$ cat config.mk
export PLATFORM = sky130hd
export DESIGN_NAME = kmp_ctrl
export DESIGN_NICKNAME = d
export VERILOG_FILES = /design/src/hw/rtl/kmp_next_table_builder_assert.svh /design/src/hw/rtl/kmp_pkg.sv /design/src/hw/rtl/kmp_ctrl.sv
export SDC_FILE = /design/constraint.sdc
export NUM_CORES = 1
export LEC_CHECK = 0
export BUFFER_PORTS_ARGS = -buffer_cell sky130_fd_sc_hd__buf_4
export CELL_PAD_IN_SITES_DETAIL_PLACEMENT = 1
export CELL_PAD_IN_SITES_GLOBAL_PLACEMENT = 2
export CORE_AREA = 2 2 39 41
export CTS_CLUSTER_DIAMETER = 150
export DETAILED_ROUTE_END_ITERATION = 6
export DIE_AREA = 0 0 41 43
export PLACE_DENSITY = 0.44
export SYNTH_ARGS = -nofsm -noshare
export SYNTH_HDL_FRONTEND = slang
export SYNTH_SLANG_ARGS = --single-unit
$ cat constraint.sdc
create_clock -name clk_i -period 1.2 [get_ports clk_i]
set_clock_uncertainty 0.15 [all_clocks]
set_input_delay 0.06 -clock clk_i [delete_from_list [all_inputs] [get_ports clk_i]]
set_output_delay 0.06 -clock clk_i [all_outputs]
set_load 0.02 [all_outputs]
$ cat src/hw/rtl/kmp_next_table_builder_assert.svh
// ----------------------------------------------------------------------------
// KMP next-table builder assertion macros
// Shared concurrent assertion forms, clocked on clk_i and disabled in reset.
// ----------------------------------------------------------------------------
`ifndef KMP_NEXT_TABLE_BUILDER_ASSERT_SVH
`define KMP_NEXT_TABLE_BUILDER_ASSERT_SVH

// The property must hold at every clock edge outside reset.
`define KMP_ASSERT(lbl, prop, msg) \
  lbl: assert property (@(posedge clk_i) disable iff (!rst_ni) prop) else $error(msg);

// The condition must never be true outside reset.
`define KMP_ASSERT_NEVER(lbl, cond, msg) \
  lbl: assert property (@(posedge clk_i) disable iff (!rst_ni) !(cond)) else $error(msg);

`endif

$ cat src/hw/rtl/kmp_pkg.sv
// ----------------------------------------------------------------------------
// KMP package
// Widths, limits and the command and status groups between the controller
// and the datapath.
// ----------------------------------------------------------------------------
package kmp_pkg;

  localparam int MAX_LEN = 1024;
  localparam int CHAR_W  = 8;
  localparam int POS_W   = 11;
  localparam int NEXT_W  = 10;
  localparam int ADDR_W  = $clog2(MAX_LEN);

  // Position reported for a character that does not fit in the store.
  localparam logic [POS_W-1:0] POS_OVF = POS_W'(MAX_LEN + 1);

  typedef struct packed {
    logic accept;  // take the input request this cycle
    logic step;    // one fallback comparison
    logic finish;  // write back and load the result register
  } kmp_cmd_t;

  typedef struct packed {
    logic acc_done;     // the accepted request needs no comparison
    logic search_done;  // the current comparison ends the search
    logic out_free;     // the result register can be loaded
  } kmp_stat_t;

endpackage

$ cat src/hw/rtl/kmp_ctrl.sv
// ----------------------------------------------------------------------------
// KMP controller
// Sequences acceptance, the fallback search and the write-back of one request.
// ----------------------------------------------------------------------------
module kmp_ctrl import kmp_pkg::*; (
  input  logic      clk_i,
  input  logic      rst_ni,
  input  logic      in_valid_i,
  output logic      in_ready_o,
  input  kmp_stat_t stat_i,
  output kmp_cmd_t  cmd_o
);

  typedef enum logic [1:0] {
    ST_IDLE,
    ST_SEARCH,
    ST_FINISH
  } state_e;

  state_e state_q, state_d;

  assign in_ready_o = (state_q == ST_IDLE);

  always_comb begin
    cmd_o.accept = in_valid_i && (state_q == ST_IDLE);
    cmd_o.step   = (state_q == ST_SEARCH);
    cmd_o.finish = (state_q == ST_FINISH) && stat_i.out_free;
  end

  always_comb begin
    state_d = state_q;
    unique case (state_q)
      ST_IDLE: begin
        if (in_valid_i) begin
          state_d = stat_i.acc_done ? ST_FINISH : ST_SEARCH;
        end
      end
      ST_SEARCH: begin
        if (stat_i.search_done) begin
          state_d = ST_FINISH;
        end
      end
      ST_FINISH: begin
        if (stat_i.out_free) begin
          state_d = ST_IDLE;
        end
      end
      default: state_d = ST_IDLE;
    endcase
  end

  always_ff @(posedge clk_i or negedge rst_ni) begin
    if (!rst_ni) begin
      state_q <= ST_IDLE;
    end else begin
      state_q <= state_d;
    end
  end

endmodule

# Yosys cells after proc, flatten, opt, wreduce, memory -nomap -nowiden
# Cells that the tools add are included.
dict set report word_totals {
  input_bits 6
  register_bits 2
}
dict set report classes {
  n_eq_ne 5
  mux 5
  n_reduce_logical 4
}
# op count
set op_table {}
lappend op_table {{$mux W2} 4}
lappend op_table {{$ne A2 B2 Y1 const B} 3}
lappend op_table {{$pmux W2 S3} 1}
lappend op_table {{$reduce_and A3 Y1} 1}
lappend op_table {{$eq A2 B1 Y1 const B} 1}
lappend op_table {{$eq A2 B2 Y1 const B} 1}
lappend op_table {{$logic_and A1 B1 Y1} 2}
lappend op_table {{$logic_not A2 Y1} 1}

# Longest topological paths before layout
# Gate-level depths: netlist of the first run.
dict set report logic_depth {
  depth_word 3
  mapped_depth 2
  ltp_nobuf 2
}

# Worst setup path after synthesis of the first run
# No wires, ideal clock.
dict set report synth_path {
  kind {register to output}
  from {reg state_q[1]}
  to {out cmd_o[2] (netlist bit)}
  path_slack_ns -0.038
  arrival_ns 1.028
  n_path_buf 0
  stages_incl_launch_ff 3
  path_cell_list {dfrtp_1 > nor2_1 > and2_1}
}
# item line
set synth_rtl {}
lappend synth_rtl {{start: declaration} kmp_ctrl.sv:20} ;# state_e state_q, state_d;
lappend synth_rtl {{start signal: assignment} kmp_ctrl.sv:56} ;# state_q <= state_d;
lappend synth_rtl {{end: declaration} kmp_ctrl.sv:11} ;# output kmp_cmd_t cmd_o

==> impl_metrics.json, run 1 <==
{
  "p_clk_frac": 0.232,
  "diodes": 0,
  "startpoint_type": "flop",
  "synth_top_family_by_area": "simple AND/OR/NAND/NOR gates",
  "grt_pass1_vias": 164,
  "route.detailed.drc": 0,
  "grt_setup_unrepaired": "true",
  "critPathArrivalTime_ns": 1.06,
  "clockBufferDepth": 2,
  "setup_violations": 4,
  "track_usage": 0.05622,
  "htree_levels": 1,
  "path_max_fanout": 4,
  "yosys_warnings": 0,
  "synth.top_cell.area_share": 0.4082,
  "wl_per_cell_um": 9.021,
  "viasPerCell": 3.417,
  "swShare": 0.3620,
  "maxCapViolCount": 0,
  "synth_edf_count": 0,
  "r2r_start": "state_q[0]$_DFFE_PN0P_",
  "p_int_mw": 0.3987,
  "first_iter_violations": 0,
  "max_flop_register": "state_q",
  "endpoint_kind": "primary output",
  "ys_top_cells_by_area": "dfrtp_1 (41%), a21oi_1 (12%), and3b_2 (8.2%)",
  "ant_nets": 0,
  "synth_fa_ha_area_frac": 0,
  "pre_cts_ws_ns": 0.09850,
  "synth_mux_area_frac": 0,
  "seqCellArea_um2": 51.30,
  "syn_area_um2": 122.6,
  "ys_seq_area_frac": 0.4082,
  "synth_xor_area_frac": 0,
  "pwr-share-seq": 0.223,
  "async_reset_ff_frac": 1.000,
  "largest_reg_flops": 2,
  "worstPathRequired_ns": 0.99,
  "wirelength_um": 433,
  "fin_crit_sh": 1.060,
  "postLayoutCoreUtil": 0.2342,
  "cts_tree": "yes",
  "worstSetupPathType": "flop to primary output",
  "drive_above_1_share": 0.5938,
  "firstDrtPassIters": 1,
  "grt_pass1_wl_um": 655,
  "ff2ff_path_depth": 4,
  "vias": 164,
  "syn_avg_cell_area_um2": 9.432,
  "yosysTopAreaCell": "dfrtp_1",
  "syn_inst": 13,
  "p_comb_frac": 0.545,
  "insertion_delay_ns": 0.22,
  "r2r-end": "state_q[0]$_DFFE_PN0P_",
  "ir_drop_uv": 432.4,
  "min_period_ns": 1.272,
  "synthTopCellsByCount": "a21oi_1 (3), dfrtp_1 (2)",
  "die_h_um": 43,
  "multi_input_area_um2": 86.33,
  "synth_compound_area_frac": 0.1837,
  "status": "complete, but fails checks",
  "synth_cell_types": 10,
  "violations": "negative setup slack",
  "p_switching_mw": 0.2262,
  "hp-class": "primary input to async pin",
  "num-fill-cells": 182,
  "cts_buffers": 3,
  "synthSimpleGateAreaFrac": 0.4082,
  "powerDensity_nw_per_um2": 1929,
  "fmax_mhz": 785.9,
  "row_count": 14,
  "clkTransAtPathRegs_ns": 0.03,
  "antenna_found_initial": 0,
  "finalWorstSetupSlack_ns": -0.07250,
  "r2r_slack_ns": 0.05,
  "gp_congestion": 0.5254,
  "cts_root_buffer": "clkbuf_4",
  "yosysMostFrequentCell": "a21oi_1",
  "cts.sinks": 2,
  "synth_nets": 19,
  "final_nets": 40,
  "leakagePower_nw": 0.1466,
  "syn_to_final_growth_pct": 164.3,
  "io_pins": 10,
  "ys_ff_latch": 2,
  "max-slew-margin-rel": 0.8851,
  "start_util": 0.08861,
  "die_w_um": 41,
  "synth_ff_type": "dfrtp_1",
  "hold_viol_final": 0,
  "gr-total-overflow": 0,
  "grt_max_degree": 7,
  "reg_top3": "state_q x2",
  "slew_violations": 0,
  "setup_tns_ns": -0.1600,
  "worst_pin_slew_ns": 0.1723,
  "core_area_um2": 1384,
  "dieArea_um2": 1763,
  "port_buffers": 9
}
[power groups by stage]
stage               sequential, mW  combinational [mW]  clock [mW]
global route                 0.149               0.365       0.160
global placement             0.128               0.263           0
detailed placement           0.128               0.265           0
floorplan                    0.127               0.143           0
CTS                          0.139               0.333       0.158
finish                       0.140               0.340       0.145
[routing by layer]
metal	routed length, µm	vias to the layer above	share of wire	global-route usage
met1	172	75	0.40	0.05145
met5	0	-	0	0
met2	245	4	0.57	0.09688
met4	0	0	0	0.02000
li1	-	85	-	-
met3	16	0	0.037	0.03141
[cell type report]
cell class              instances  share of cell area
clock buffers                   3             0.06950
multi-input cells              11              0.2664
flip-flops and latches          2              0.1583
well taps                      16             0.06178
repair buffers                 16              0.4440
[placed cells by master, fill, tap and decap left out, drive strengths merged]
cell,n
a21oi,3
and2,1
and3b,1
buf,11
clkbuf,3
dfrtp,2
dlygate4sd3,5
nand3b,1
nor2,1
nor2b,1
o21a,1
or2b,1
or3b,1
[cell families after synthesis]
family             count (synthesis)
AOI/OAI and AO/OA                  4
and+or+nand+nor                    7
DFF                                2
[timing repair]
item                       4_1_cts  5_1_grt
hold endpoints to repair         4        2
pin swaps                        1        0
resized for setup                6        1
setup endpoints to repair        3        5
hold buffers                     5        1
buffers inserted                 1        0
[through the flow]
| stage | hold slack (ns) | total power, mW | cells | area (µm²) |
|---|---|---|---|---|
| finish | 0.009876 | 0.6250 | 48 | 324.1 |
| global route | 0.01077 | 0.6744 | 48 | 324.1 |
| CTS | 0.004365 | 0.6298 | 48 | 320.3 |
| detailed placement | -0.3069 | 0.3931 | 39 | 220.2 |
| global placement | -0.3082 | 0.3914 | 39 | 220.2 |
| floorplan | -0.3856 | 0.2701 | 13 | 125.1 |
[critical path: stages (launching register included)]
cell	delay, ns
dfrtp_1	0.37
buf_6	0.13
and3b_2	0.23
buf_6	0.11
[how the worst max path moves through the flow]
stage / cells after the start / from / slack (ns) / endpoint
floorplan: 2 / state_q[1]$_DFFE_PN0P_ / 0.06 / cmd_o[2]
global placement: 2 / state_q[0]$_DFFE_PN0P_ / 0.12 / state_q[0]$_DFFE_PN0P_
detailed placement: 2 / state_q[0]$_DFFE_PN0P_ / 0.1 / state_q[0]$_DFFE_PN0P_
CTS: 3 / state_q[0]$_DFFE_PN0P_ / -0.09 / cmd_o[0]
global route: 3 / state_q[0]$_DFFE_PN0P_ / -0.11 / cmd_o[0]
finish: 3 / state_q[0]$_DFFE_PN0P_ / -0.07 / cmd_o[0]
No activity file was read; power rests on OpenSTA's default activity.
==> run 2: changes to the inputs <==
- ABC_AREA: default -> 1
- PLACE_DENSITY: 0.44 -> 0.49
==> run 2 against run 1 <==
Against the previous run: clock power about the same; the run still ends with negative setup slack left; routed wire length shrank 0.69%; first-iteration DRC count is 1 higher; flip-flop and latch count is the same; core utilization shrank 1.4 points.
==> impl_metrics.json, run 2 <==
{
  "status": "complete, but fails checks",
  "violations": "negative setup slack",
  "port_buffers": 9,
  "max_flop_register": "state_q",
  "worstSetupPathType": "flop to primary output",
  "synth_ff_type": "dfrtp_1",
  "maxCapViolCount": 0,
  "synth_top_family_by_area": "simple AND/OR/NAND/NOR gates",
  "insertion_delay_ns": 0.22,
  "clkTransAtPathRegs_ns": 0.03,
  "dp_cells": 46,
  "die_h_um": 43,
  "wl_per_cell_um": 7.963,
  "leakagePower_nw": 0.1588,
  "synth_fa_ha_area_frac": 0,
  "core_area_um2": 1384,
  "synth_mux_area_frac": 0,
  "ys_seq_area_frac": 0.3883,
  "multi_input_area_um2": 73.82,
  "path_max_fanout": 4,
  "final_common_cell": "buf_4",
  "hold_viol_final": 0,
  "startpoint_type": "flop",
  "synth.top_cell.area_share": 0.3883,
  "seqCellArea_um2": 52.55,
  "critPathArrivalTime_ns": 1.01,
  "ys_ff_latch": 2,
  "synth_compound_area_frac": 0,
  "row_count": 14,
  "ir_drop_uv": 596.2,
  "ant_nets": 0,
  "synth_nets": 27,
  "die_w_um": 41,
  "slew_violations": 0,
  "num-fill-cells": 183,
  "route.detailed.drc": 0,
  "finalWorstSetupSlack_ns": -0.02205,
  "grt_pass1_wl_um": 669,
  "cts_buffers": 3,
  "gp_congestion": 0.6263,
  "vias": 184,
  "wirelength_um": 430,
  "synthTopCellsByCount": "nor2_1 (7), nand2_1 (5), inv_1 (4)",
  "syn_to_final_growth_pct": 136.9,
  "diodes": 0,
  "yosys_warnings": 0,
  "min_period_ns": 1.222,
  "synth_edf_count": 0,
  "drive_above_1_share": 0.5000,
  "grt_max_degree": 6,
  "yosysMostFrequentCell": "nor2_1",
  "synth_xor_area_frac": 0,
  "postLayoutCoreUtil": 0.2206,
  "mostFrequentLayoutCells": "buf_4 (8), nor2_1 (6), dlygate4sd3_1 (5), nand2_1 (4)",
  "layoutNonFillerInstCount": 54,
  "syn_area_um2": 128.9,
  "synthSimpleGateAreaFrac": 0.4951,
  "p_total_mw": 0.5835,
  "dieArea_um2": 1763,
  "largest_reg_flops": 2,
  "fin_crit_sh": 1.018,
  "syn_avg_cell_area_um2": 6.137,
  "final_nets": 46,
  "syn_inst": 21,
  "cts.sinks": 2,
  "grt_setup_unrepaired": "true",
  "fmax_mhz": 818.3,
  "powerDensity_nw_per_um2": 1911,
  "start_util": 0.09313,
  "async_reset_ff_frac": 1.000,
  "yosysTopAreaCell": "dfrtp_1",
  "io_pins": 10,
  "reg_top3": "state_q x2",
  "pre_cts_ws_ns": 0.1559,
  "cts_root_buffer": "clkbuf_4",
  "hp-class": "primary input to flop",
  "clockBufferDepth": 2,
  "synth_cell_types": 7,
  "antenna_found_initial": 0,
  "viasPerCell": 3.407,
  "worst_pin_slew_ns": 0.1506,
  "grt_pass1_vias": 167,
  "dpl.hpwl_um": 326.7,
  "post_cts_buffers": 0,
  "max-slew-margin-rel": 0.8995,
  "worstPathRequired_ns": 0.99,
  "firstDrtPassIters": 2,
  "ys_top_cells_by_area": "dfrtp_1 (39%), nor2_1 (20%), nand2_1 (15%)",
  "cts_tree": "yes",
  "track_usage": 0.05930,
  "gr-total-overflow": 0,
  "htree_levels": 1,
  "setup_violations": 1,
  "endpoint_kind": "primary output",
  "first_iter_violations": 1
}
run 2: cell count changes after synthesis, sizes merged, moves of 3 or more:
cell,delta
inv,+4
nor2,+7
a21oi,-3
nand2,+5
run 2: area by class of cell:
class / count / area share
inverters: 4 / 0.04918
multi-input cells: 15 / 0.2418
clock buffers: 3 / 0.07377
flip-flops and latches: 2 / 0.1721
repair buffers: 14 / 0.3975
well taps: 16 / 0.06557
run 2: metal layers:
metal	GRT usage	vias up	part of all wire
met5	0	-	0
met4	0.06000	0	0
met3	0.02094	0	0.079
met2	0.07813	5	0.53
met1	0.06774	84	0.39
li1	-	95	-
run 2: cells by family after synthesis:
family                 after synthesis
buffers and inverters                4
DFF                                  2
and+or+nand+nor                     15
run 2: critical path, cell delays in order (launching register included):
cell and delay (ns):
dfrtp_2 0.43, inv_2 0.08, nand2_2 0.05, nor2_1 0.10
buf_4 0.14
run 2: what timing repair did:
item | in CTS | in global routing
pin swaps | 1 | 2
hold buffers | 5 | 0
endpoints found under the hold margin | 3 | 0
setup endpoints to repair | 3 | 4
gates resized for setup | 2 | 4
run 2: report_power, final:
group	internal (mW)	switching (mW)
Clock	0.110	0.0355
Sequential	0.0978	0.0455
Combinational	0.138	0.156
run 2: worst paths after layout:
kind,to,slack [ns],from,cells after the start
setup / recovery,cmd_o[0],-0.02,state_q[0]$_DFFE_PN0P_,4
hold / removal,state_q[1]$_DFFE_PN0P_,0.002,stat_i[0],4
setup reg to reg,state_q[1]$_DFFE_PN0P_,0.15,state_q[1]$_DFFE_PN0P_,4
hold reg to reg,state_q[0]$_DFFE_PN0P_,0.48,state_q[0]$_DFFE_PN0P_,3
max in group asynchronous,state_q[0]$_DFFE_PN0P_,0.22,rst_ni,3
min in group asynchronous,state_q[1]$_DFFE_PN0P_,0.55,rst_ni,3
run 2: per-stage QoR:
step | area, µm² | hold slack [ns] | TNS, ns
finish | 305.3 | 0.002315 | -0.02205
CTS | 295.3 | 0.009906 | -0.04638
floorplan | 131.4 | -0.3856 | 0
global route | 305.3 | 0.03253 | -0.1524
detailed placement | 219.0 | -0.3071 | 0
global placement | 219.0 | -0.3060 | 0
==> run 3: changes to the inputs <==
--- a/config.mk
+++ b/config.mk
@@ -6,5 +6,4 @@
 export NUM_CORES = 1
 export LEC_CHECK = 0
-export ABC_AREA = 1
 export BUFFER_PORTS_ARGS = -buffer_cell sky130_fd_sc_hd__buf_4
 export CELL_PAD_IN_SITES_DETAIL_PLACEMENT = 1
@@ -14,5 +13,5 @@
 export DETAILED_ROUTE_END_ITERATION = 6
 export DIE_AREA = 0 0 41 43
-export PLACE_DENSITY = 0.49
+export PLACE_DENSITY = 0.44
 export SYNTH_ARGS = -nofsm -noshare
 export SYNTH_HDL_FRONTEND = slang
--- a/constraint.sdc
+++ b/constraint.sdc
@@ -3,3 +3,3 @@
 set_input_delay 0.06 -clock clk_i [delete_from_list [all_inputs] [get_ports clk_i]]
 set_output_delay 0.06 -clock clk_i [all_outputs]
-set_load 0.02 [all_outputs]
+set_load 0.005 [all_outputs]
==> run 3 against run 2 <==
Against the previous run: critical path type unchanged; non-clock buffer count grew 1; critical endpoint unchanged; clock power shrank 3%; power shrank 10%; die area is the same; worst hold slack lost 0.027 ns; register-to-register slack lost 0.07 ns; highest routed layer unchanged; sequential share of layout area shrank 0.95 points; routed wire length shrank 17%; flip-flop and latch count is the same; sequential power shrank 6%; cell count shrank 13%; core utilization grew 0.18 points; the flow finishes with violations (negative hold slack, negative setup slack).
==> impl_metrics.json, run 3 (synthesized netlist as in run 1, its figures left out) <==
{
  "holdPathStages": 3,
  "diodes": 0,
  "reg_top3": "state_q x2",
  "hold_start": "stat_i[2]",
  "worst_pin_slew_ns": 0.2306,
  "r2r_start": "state_q[0]$_DFFE_PN0P_",
  "wirelength_um": 357,
  "cts_tree": "yes",
  "die_w_um": 41,
  "track_usage": 0.04714,
  "hp-class": "primary input to flop",
  "max_flop_register": "state_q",
  "postLayoutCoreUtil": 0.2224,
  "r2r-end": "state_q[0]$_DFFE_PN0P_",
  "ant_nets": 0,
  "critPathArrivalTime_ns": 1.04,
  "fin_crit_sh": 1.043,
  "wl_per_cell_um": 7.596,
  "core_area_um2": 1384,
  "endpoint_kind": "primary output",
  "grt_pass1_wl_um": 586,
  "min_period_ns": 1.252,
  "slew_violations": 0,
  "r2r_slack_ns": 0.08,
  "setup_violations": 3,
  "drive_above_1_share": 0.5161,
  "powerDensity_nw_per_um2": 1700,
  "hold_viol_final": 2,
  "dieArea_um2": 1763,
  "cts.sinks": 2,
  "worstPathRequired_ns": 0.99,
  "grt_max_degree": 8,
  "cts_buffers": 3,
  "max-slew-margin-rel": 0.8463,
  "gp_congestion": 0.5472,
  "grt_pass1_vias": 155,
  "die_h_um": 43,
  "hold_ws_ns": -0.02421,
  "io_pins": 10,
  "design_area_um2": 307.8,
  "multi_input_area_um2": 82.58,
  "clockBufferDepth": 2,
  "final_nets": 39,
  "placed_area_um2": 217.7,
  "clkTransAtPathRegs_ns": 0.03,
  "final_common_cell": "buf_4",
  "insertion_delay_ns": 0.22,
  "route.detailed.drc": 0,
  "setup_tns_ns": -0.08945,
  "syn_to_final_growth_pct": 151.0,
  "gr-total-overflow": 0,
  "mostFrequentLayoutCells": "buf_4 (8), dlygate4sd3_1 (5), a21oi_1 (3), clkbuf_4 (3)",
  "worstHoldEndpoint": "state_q[0]$_DFFE_PN0P_",
  "violations": "negative hold slack, negative setup slack",
  "worstSetupPathType": "flop to primary output",
  "maxCapViolCount": 0,
  "num-fill-cells": 169,
  "vias": 158,
  "finalWorstSetupSlack_ns": -0.05162,
  "first_iter_violations": 1,
  "ir_drop_uv": 274.1,
  "cts_root_buffer": "clkbuf_4",
  "largest_reg_flops": 2,
  "grt_setup_unrepaired": "true",
  "antenna_found_initial": 0,
  "htree_levels": 1,
  "viasPerCell": 3.362,
  "ff2ff_path_depth": 2,
  "start_util": 0.08861,
  "port_buffers": 9,
  "firstDrtPassIters": 2,
  "pre_cts_ws_ns": 0.07894,
  "status": "complete, but fails checks",
  "row_count": 14,
  "leakagePower_nw": 0.1412,
  "seqCellArea_um2": 50.05,
  "path_max_fanout": 7,
  "startpoint_type": "flop",
  "fmax_mhz": 799.0
}
## run 3: cell count changes in the layout (fill, tap and decap cells not counted), moves of 2 or more
cell,change
nor2_1,-6
nand2_1,-4
a21oi_1,+3
inv_1,-3
dfrtp_1,+2
dfrtp_2,-2
nor2_2,-2
## run 3: final cells by class
type	count	share of cell area
timing repair buffer	15	0.4309
multi-input combinational	11	0.2683
sequential	2	0.1626
clock buffer	3	0.07317
tap	16	0.06504
## run 3: where the power goes
group	total, mW	switching [mW]	internal, mW
Clock	0.141	0.0313	0.110
Sequential	0.134	0.0402	0.0936
Combinational	0.248	0.0820	0.167
Total	0.523	0.153	0.370
## run 3: worst max-delay path, cell delays in order (launching register included)
cell and delay, ns:
dfrtp_1 0.38, buf_6 0.14, and3b_2 0.21, buf_4 0.10
## run 3: per-layer routing
metal	routed length, µm	GRT usage	vias to the layer above
met5	0	0	-
met4	0	0.02000	0
met3	21	0.01571	0
met2	197	0.07500	4
met1	137	0.05449	71
li1	-	-	83
## run 3: worst max-delay path by stage
stage / end / slack (ns) / from / depth (start not counted)
after floorplan: state_q[0]$_DFFE_PN0P_ / 0.08 / state_q[0]$_DFFE_PN0P_ / 2
after global placement: state_q[0]$_DFFE_PN0P_ / 0.08 / state_q[0]$_DFFE_PN0P_ / 2
after detailed placement: state_q[0]$_DFFE_PN0P_ / 0.08 / state_q[0]$_DFFE_PN0P_ / 2
after CTS: cmd_o[2] / -0.07 / state_q[0]$_DFFE_PN0P_ / 4
after global routing: cmd_o[2] / -0.1 / state_q[0]$_DFFE_PN0P_ / 4
final: cmd_o[0] / -0.05 / state_q[0]$_DFFE_PN0P_ / 3
## run 3: stage by stage
step                      power (mW)  instances
after CTS                     0.5059         47
after global routing          0.5713         47
after detailed placement      0.3246         39
after global placement        0.3295         39
final                         0.5233         47
after floorplan               0.2065         13
## run 3: repair_timing
action | 4_1_cts | 5_1_grt
endpoints found under the setup margin | 4 | 5
resized for setup | 2 | 3
pin swaps | 1 | 0
buffers inserted | 0 | 0
hold endpoints to repair | 4 | 2
hold buffers | 5 | 1
